**src/hdl/iqpd_pkg.sv**
```systemverilog
package iqpd_pkg;

  localparam int RawWidth = 32;
  localparam int FieldWidth = 14;
  localparam int HalfWidth = 16;
  localparam int DecimWidth = 16;
  localparam int IMarkBit = 21;
  localparam logic [DecimWidth-1:0] DecimReset = 16'd1;

  typedef struct packed {
    logic [RawWidth-1:0] raw_word;
    logic                first_of_block;
    logic                last_of_block;
  } in_item_t;

  typedef struct packed {
    logic [RawWidth-1:0] packed_sample;
    logic                sample_valid;
    logic                block_end;
  } out_item_t;

  function automatic logic [HalfWidth-1:0] widen14(input logic [FieldWidth-1:0] v);
    widen14 = {{(HalfWidth - FieldWidth){v[FieldWidth-1]}}, v};
  endfunction

endpackage

```
**src/hdl/iqpd_pair.sv**
```systemverilog
module iqpd_pair (
  input  logic                                clk,
  input  logic                                rst,
  input  logic                                accept,
  input  iqpd_pkg::in_item_t                  in_item,
  input  logic                                cfg_write,
  input  logic [iqpd_pkg::DecimWidth-1:0]     cfg_value,
  output logic                                res_valid,
  output iqpd_pkg::out_item_t                 res_item
);

  logic                                expect_q;
  logic                                expect_q_next;
  logic [iqpd_pkg::FieldWidth-1:0]     held_i;
  logic [iqpd_pkg::FieldWidth-1:0]     held_i_next;
  logic [iqpd_pkg::DecimWidth-1:0]     pair_count;
  logic [iqpd_pkg::DecimWidth-1:0]     pair_count_next;
  logic [iqpd_pkg::DecimWidth-1:0]     decimation;
  logic [iqpd_pkg::DecimWidth-1:0]     factor;
  logic [iqpd_pkg::DecimWidth-1:0]     count_now;
  logic [iqpd_pkg::DecimWidth:0]       count_inc;
  logic                                expect_now;
  logic                                dropped;
  logic                                emit;

  always_comb begin
    factor = (decimation == '0) ? iqpd_pkg::DecimWidth'(1) : decimation;
    expect_now = in_item.first_of_block ? 1'b0 : expect_q;
    count_now = in_item.first_of_block ? '0 : pair_count;
    count_inc = {1'b0, count_now} + (iqpd_pkg::DecimWidth + 1)'(1);
    dropped = in_item.first_of_block && !in_item.raw_word[iqpd_pkg::IMarkBit];
    emit = 1'b0;
    expect_q_next = expect_now;
    held_i_next = held_i;
    pair_count_next = count_now;
    if (!dropped) begin
      if (!expect_now) begin
        held_i_next = in_item.raw_word[iqpd_pkg::FieldWidth-1:0];
        expect_q_next = 1'b1;
      end else begin
        expect_q_next = 1'b0;
        emit = (count_now == '0);
        if (count_inc >= {1'b0, factor}) begin
          pair_count_next = '0;
        end else begin
          pair_count_next = count_inc[iqpd_pkg::DecimWidth-1:0];
        end
      end
    end
    if (in_item.last_of_block) begin
      expect_q_next = 1'b0;
      pair_count_next = '0;
    end
    res_valid = emit || in_item.last_of_block;
    res_item.sample_valid = emit;
    res_item.block_end = in_item.last_of_block;
    res_item.packed_sample = emit ?
        {iqpd_pkg::widen14(held_i),
         iqpd_pkg::widen14(in_item.raw_word[iqpd_pkg::FieldWidth-1:0])} : '0;
  end

  always_ff @(posedge clk) begin
    if (rst) begin
      expect_q <= 1'b0;
      held_i <= '0;
      pair_count <= '0;
      decimation <= iqpd_pkg::DecimReset;
    end else begin
      if (accept) begin
        expect_q <= expect_q_next;
        held_i <= held_i_next;
        pair_count <= pair_count_next;
      end
      if (cfg_write) begin
        decimation <= cfg_value;
      end
    end
  end

endmodule

```
**src/hdl/iqpd_out.sv**
```systemverilog
module iqpd_out (
  input  logic                 clk,
  input  logic                 rst,
  input  logic                 in_valid,
  output logic                 in_ready,
  input  logic                 res_valid,
  input  iqpd_pkg::out_item_t  res_item,
  output logic                 out_valid,
  input  logic                 out_ready,
  output iqpd_pkg::out_item_t  out_data
);

  logic load;

  assign in_ready = !out_valid || out_ready;
  assign load = in_valid && in_ready && res_valid;

  always_ff @(posedge clk) begin
    if (rst) begin
      out_valid <= 1'b0;
    end else if (load) begin
      out_valid <= 1'b1;
    end else if (out_ready) begin
      out_valid <= 1'b0;
    end
  end

  always_ff @(posedge clk) begin
    if (load) begin
      out_data <= res_item;
    end
  end

endmodule

```
**src/hdl/iq_sample_pack_decimate.sv**
```systemverilog
// Channel  Direction  Payload                                    Transfer when
// in       input      raw_word, first_of_block, last_of_block    in_valid && in_ready
// out      output     packed_sample, sample_valid, block_end     out_valid && out_ready
// cfg      input      decimation (16 bit)                        cfg_valid && cfg_ready
//
// One input word is taken every cycle while in_ready is high; any result it gives appears in the cycle after.
// The pairing state and the result register are the only pipeline stages.
// A stalled result holds in_ready low until it is taken; cfg is always ready.
// Synchronous reset clears pairing state, sets decimation to one, empties output.
module iq_sample_pack_decimate (
  input  logic                             clk,
  input  logic                             rst,
  input  logic                             in_valid,
  output logic                             in_ready,
  input  iqpd_pkg::in_item_t               in_data,
  output logic                             out_valid,
  input  logic                             out_ready,
  output iqpd_pkg::out_item_t              out_data,
  input  logic                             cfg_valid,
  output logic                             cfg_ready,
  input  logic [iqpd_pkg::DecimWidth-1:0]  cfg_data
);

  logic                 accept;
  logic                 res_valid;
  iqpd_pkg::out_item_t  res_item;

  assign cfg_ready = 1'b1;
  assign accept = in_valid && in_ready;

  iqpd_pair u_pair (
    .clk       (clk),
    .rst       (rst),
    .accept    (accept),
    .in_item   (in_data),
    .cfg_write (cfg_valid && cfg_ready),
    .cfg_value (cfg_data),
    .res_valid (res_valid),
    .res_item  (res_item)
  );

  iqpd_out u_out (
    .clk       (clk),
    .rst       (rst),
    .in_valid  (in_valid),
    .in_ready  (in_ready),
    .res_valid (res_valid),
    .res_item  (res_item),
    .out_valid (out_valid),
    .out_ready (out_ready),
    .out_data  (out_data)
  );

`ifndef NO_ASSERTIONS
  a_last_gives_end: assert property (@(posedge clk) disable iff (rst)
    accept && in_data.last_of_block |=> out_valid && out_data.block_end)
    else $error("Last word of a block did not produce a block end result.");

  a_empty_is_end: assert property (@(posedge clk) disable iff (rst)
    out_valid && !out_data.sample_valid |-> out_data.block_end && out_data.packed_sample == '0)
    else $error("Result without a sample is not a clean block end.");

  a_leading_q_dropped: assert property (@(posedge clk) disable iff (rst)
    accept && in_data.first_of_block && !in_data.raw_word[iqpd_pkg::IMarkBit] &&
    !in_data.last_of_block |=> !out_valid)
    else $error("Dropped leading word produced a result.");

  a_first_i_no_result: assert property (@(posedge clk) disable iff (rst)
    accept && in_data.first_of_block && !in_data.last_of_block |=> !out_valid)
    else $error("First word of a block produced a result.");
`endif

endmodule

```
**config.mk**
```make
export PLATFORM = sky130hd
export DESIGN_NAME = iq_sample_pack_decimate
export DESIGN_NICKNAME = d
export VERILOG_FILES = /design/src/hdl/iqpd_pkg.sv /design/src/hdl/iqpd_pair.sv /design/src/hdl/iqpd_out.sv /design/src/hdl/iq_sample_pack_decimate.sv
export SDC_FILE = /design/constraint.sdc
export NUM_CORES = 1
export LEC_CHECK = 0
export BUFFER_PORTS_ARGS = -buffer_cell sky130_fd_sc_hd__buf_4
export CORE_UTILIZATION = 50
export CTS_BUF_LIST = sky130_fd_sc_hd__clkbuf_16
export CTS_CLUSTER_DIAMETER = 80
export DETAILED_ROUTE_END_ITERATION = 16
export GPL_TIMING_DRIVEN = 0
export PLACE_DENSITY = 0.71
export SETUP_SLACK_MARGIN = 0.4
export SLEW_MARGIN = 10
export SYNTH_ARGS = -nofsm -noshare
export SYNTH_HDL_FRONTEND = slang
export SYNTH_HIERARCHICAL = 1
export SYNTH_SLANG_ARGS = --single-unit
```
**constraint.sdc**
```tcl
create_clock -name clk -period 7.15 [get_ports clk]
set_input_delay 1.43 -clock clk [delete_from_list [all_inputs] [get_ports clk]]
set_output_delay 1.43 -clock clk [all_outputs]
set_load 0.1 [all_outputs]
```
# --- Word level (Yosys, flattened, before mapping) ---
# Cells that the tools add are included.
totals:
  regBits: 80
  in_bits: 55
  output_inout_bits: 37
classes:
  n_addsub: 1
  magnitude_cmp: 1
  n_mux: 14
  bitwise_logic: 2
  reduce_logical: 11
ops:
  columns: ["operator", "count"]
  rows:
  - ["$mux W16", 6]
  - ["$logic_not A16 Y1", 2]
  - ["$add A16 B1 Y17 const B", 1]
  - ["$ge A17 B16 Y1", 1]
  - ["$mux W1", 8]
  - ["$logic_and A1 B1 Y1", 3]
  - ["$reduce_and A3 Y1", 1]
  - ["$logic_not A1 Y1", 2]
  - ["$logic_or A1 B1 Y1", 2]
  - ["$not A1 Y1", 2]
  - ["$reduce_bool A2 Y1", 1]

# --- Longest topological paths before layout ---
depth:
  ltp_word: 7
  ltp_mapped: 16
  ltp_nobuf: 14

# --- By module ---
# The synthesis kept the hierarchy.
by_module_without_submodules:
  columns: ["module", "n_inst", "cells_per_inst", "area_per_inst_um2", "seq_area_each_um2"]
  rows:
  - ["iqpd_pair", 1, 374, 2967.8, 940.9]
  - ["iqpd_out", 1, 39, 1083.5, 1041.0]
  - ["iq_sample_pack_decimate", 1, 3, 17.5, 0.0]

# --- Least setup slack after synthesis ---
# No wires, ideal clock.
synth_timing:
  path_type: "input -> register"
  start: "in in_data[1] in the netlist's numbering"
  end: "reg u_pair/pair_count[5] in the netlist's numbering"
  setup_ns: 0.075
  arrival_time_ns: 4.606
  path_slack_ns: 2.469
  stages: 16
  path_cell_list: "clkbuf_1 clkbuf_1 nand2b_1 inv_1 ha_1 nand3_1 nor4b_4 nand3_1 xnor2_1 ha_1 a21o_1 a21oi_1 a31oi_1 nor3_1 a41oi_1 o22ai_1"
synth_via:
  elab_chain_cells: 7
  elab_cells_between_ends: 9
  cone_classes: "add/sub (1); order compare (1); mux (6); reduce/logical (1)"
synth_lines:
  columns: ["element", "line_no", "rtl"]
  rows:
  - ["start: declaration", "iq_sample_pack_decimate.sv:15", "input iqpd_pkg::in_item_t in_data,"]
  - ["$mux W16", "iqpd_pair.sv:29", "count_now = in_item.first_of_block ? '0 : pair_count;"]
  - ["$add A16 B1 Y17", "iqpd_pair.sv:30", "count_inc = {1'b0, count_now} + (iqpd_pkg::DecimWidth + 1)'(1);"]
  - ["$ge A17 B16 Y1", "iqpd_pair.sv:43", "if (count_inc >= {1'b0, factor}) begin"]
  - ["$mux W16", "iqpd_pair.sv:43", null]
  - ["$mux W16", "iqpd_pair.sv:37", "if (!expect_now) begin"]
  - ["$mux W16 *", "iqpd_pair.sv:36", "if (!dropped) begin"]
  - ["$mux W16 *", "iqpd_pair.sv:50", "if (in_item.last_of_block) begin"]
  - ["end signal: assignment", "iqpd_pair.sv:72", "pair_count <= pair_count_next;"]
  - ["end: declaration", "iqpd_pair.sv:16", "logic [iqpd_pkg::DecimWidth-1:0] pair_count;"]
# Mark *: on every way between the ends. The rest lies on a longest branch, timed or not.
# A chain may end at the register's enable or synchronous reset.

# --- Worst setup path after layout ---
layout_timing:
  start: "in in_data[1] in the netlist's numbering"
  end: "reg u_pair/pair_count[6] in the netlist's numbering"
# Same word-level chain as after synthesis.

==> flow_summary.yaml <==
sta:
  postLayoutSetupSlackWorst_ns: 1.64
  hold_violations: 0
  grt_setup_unrepaired: "false"
  drv_slew: 0
  fmax_ghz: 0.182
  period_needed_ns: 5.51
  slew_headroom_pct: 26.9
  clock_skew_ns: 0.00748
  fin_crit_sh_pct: 77.0
  hold_ws_ns: 0.456
  tns_ns: 0
  tightest_slew_ns: 1.09
  setup_viol: 0
placed_design:
  dp_hpwl_mm: 6.54
  numPortBuffers: 72
  placed_cell_area_um2: 4740
  dp.cells: 590
  finalWeightedCongestion: 0.891
  place_ws_ns: 1.37
global_routing:
  grt_pass1_wl_mm: 14.2
  grt_pass1_vias: 3000
  grt-ovfl-total: 0
  grt_max_degree: 35
  grt_antenna_before_repair: 0
  globalRouteTotalUtil_pct: 22.0
critical_path:
  crit_type: "in2reg"
  cp_data_arrival_time_ns: 5.76
  cp-startpoint: "in_data[1]"
  cp.required_ns: 7.40
  critPathCaptureType: "flop"
  r2r-start: "u_pair/pair_count[1]$_SDFFE_PP0P_"
  crit_chain: "buf_4, clkbuf_1, clkbuf_1, nand2b_1, inv_1, ha_1, nand3_1, nor4b_4, nand3_1, xnor2_1, ha_1, a21o_1, a21oi_1, a31oi_1, nor3_1, a32oi_1, nor3_1"
  critPathBufInv: 4
  slowest_stage: "nor3_1"
  slowest_delay_ns: 0.75
  critPathTopFamily: "simple AND/OR/NAND/NOR gates"
  start_kind: "input pin"
  path_max_fanout: 10
final_layout:
  multi_input_area_um2: 1870
  nFillCells: 632
  fin_util_pct: 64.5
  mostFrequentLayoutCells: "buf_4 (79), dfxtp_1 (48), nand2_1 (42)"
  num-nets-final: 573
  fin_area_um2: 5040
  area_growth_pct: 23.8
  register_area_um2: 1980
  stdcell_count: 606
  final_layout_size_suffix_gt1_share_pct: 21.8
  mostFrequentLayoutCell: "buf_4"
  num_antenna_cells: 0
power:
  power.total_mw: 1.13
  power.share.clock_pct: 41.1
  power_leakage_nw: 2.09
  intPower_mw: 0.823
  peakVddDrop_mv: 0.131
  power.density_nw_per_um2: 224
  switchingPower_mw: 0.305
  swShare_pct: 27.0
  power_frac_comb_pct: 13.3
  power_frac_seq_pct: 45.6
cts:
  clockBufferDepth: 2
  clock_sinks: 82
  post_cts_resized: 0
  cts_buffers: 9
  htreeDepth: 3
  postCtsHoldBufs: 0
  cts_tree: "done"
  post-cts-setup-buffers: 0
  clk_pin_slew_ns: 0.06
  cts-root-buf: "clkbuf_16"
  clk_latency_ns: 0.34
routing:
  ant_nets: 0
  vias_per_cell: 5.39
  first_iter_violations: 153
  wl_per_cell_um: 14.7
  route.vias.total: 3266
  remaining_drc_errors: 0
  drt-pass1-iter-count: 5
  wirelength_mm: 8.91
run_status:
  outcome: "finished, final reports clean"
logic_synthesis:
  syn_inst: 416
  synth_edf_count: 34
  synth_ff_type: "dfxtp_1"
  ys_warn_count: 6
  yosysSeqAreaShare_pct: 48.7
  synth-async-reset-ratio_pct: 0
  syn_nets: 490
  synth_seq_cells: 82
  syn_avg_cell_area_um2: 9.78
  synthDistinctLibCells: 52
  syn_area_um2: 4070
run:
  drv_cap: 0
die:
  rows: 32
  dieArea_um2: 8500
  die_h_um: 92.2
  pin_count: 92
  start_util_pct: 52.1
  core_um2: 7810
  dieWidth_um: 92.2
min_path:
  min-delay-start: "u_pair/held_i[2]$_SDFFE_PP0P_"
  hold_path_class: "reg2reg"
## power groups by stage
| stage | clock network (mW) | registers (mW) | logic (mW) |
|---|---|---|---|
| finish | 0.464 | 0.514 | 0.150 |
| global route | 0.492 | 0.516 | 0.161 |
| CTS | 0.473 | 0.514 | 0.151 |
| detailed placement | 0 | 0.524 | 0.150 |
| global placement | 0 | 0.524 | 0.148 |
| floorplan | 0 | 0.574 | 0.0554 |
## final cells by class
cell class | instances | area share (%)
Tap cell | 102 | 2.53
Timing Repair Buffer | 72 | 10.7
Buffer | 27 | 2.61
Sequential cell | 82 | 39.3
Inverter | 23 | 1.71
Multi-Input combinational cell | 284 | 37.1
Clock buffer | 9 | 4.47
Clock inverter | 7 | 1.51
## cells in the mapped netlist (2+ instances only)
master	n	area, µm²
or2_2	2	12.5
a21oi_2	2	17.5
inv_1	22	82.6
nor2b_1	8	50.1
a21o_1	2	15.0
o22ai_1	2	12.5
xnor2_1	8	70.1
clkbuf_1	17	63.8
a21oi_1	27	135
a32o_1	3	30.0
or3_1	3	18.8
a31oi_1	2	12.5
edfxtp_1	34	1020
nor2_1	32	120
a41oi_1	2	17.5
nand2b_1	8	50.1
and2_1	30	188
dfxtp_1	48	961
o21ai_0	5	25.0
nand4_1	5	31.3
nand3b_1	3	22.5
xor2_1	3	26.3
mux2i_1	17	170
a211o_1	2	17.5
and3_1	4	25.0
nor4_1	7	43.8
nor3_1	8	40.0
o31ai_1	3	22.5
buf_4	7	52.6
nand3_1	8	40.0
nand2_1	42	158
a32oi_1	10	87.6
buf_2	3	15.0
ha_1	19	238
## metal layers
layer / GRT usage [%] / vias to the layer above / wire [µm] / part of all wire [%]
li1: - / 1623 / - / -
met1: 27.0 / 1514 / 3870 / 43
met2: 37.3 / 110 / 4300 / 48
met3: 3.40 / 19 / 515 / 5.8
met4: 11.5 / 0 / 223 / 2.5
met5: 0 / - / 0 / 0
## cells by family (layout without fill, tap and decap cells)
logic type / count (synthesis) / in the layout / share of synthesized area [%]
xor+xnor: 11 / 11 / 2.37
fa+ha+maj: 19 / 19 / 5.84
flops: 82 / 82 / 48.7
simple gates: 173 / 173 / 23.2
compound gates: 63 / 63 / 10.2
mux: 17 / 17 / 4.18
buf+inv: 50 / 138 / 5.35
other cells: 1 / 1 / 0.0922
## worst paths after layout
path	to	slack [ns]	depth (start not counted)
worst min-delay path	u_pair/held_i[2]$_SDFFE_PP0P_	0.46	2
worst min register to register	u_pair/held_i[2]$_SDFFE_PP0P_	0.46	2
worst max-delay path	u_pair/pair_count[6]$_SDFFE_PP0P_	1.64	17
worst max register to register	u_pair/pair_count[6]$_SDFFE_PP0P_	2.97	13
## state kept, by name (all words and copies together) (netlist names)
signal,cells
u_pair/expect_q,1
u_out/out_valid,1
u_pair/held_i,14
u_out/out_data,34
u_pair/pair_count,16
u_pair/decimation,16
## tightest hold or removal path, cell delays in order, from the launching register on
cell	delay, ns
dfxtp_1	0.30
nand2_1	0.05
a21oi_1	0.06
No activity file was read; power rests on OpenSTA's default activity.
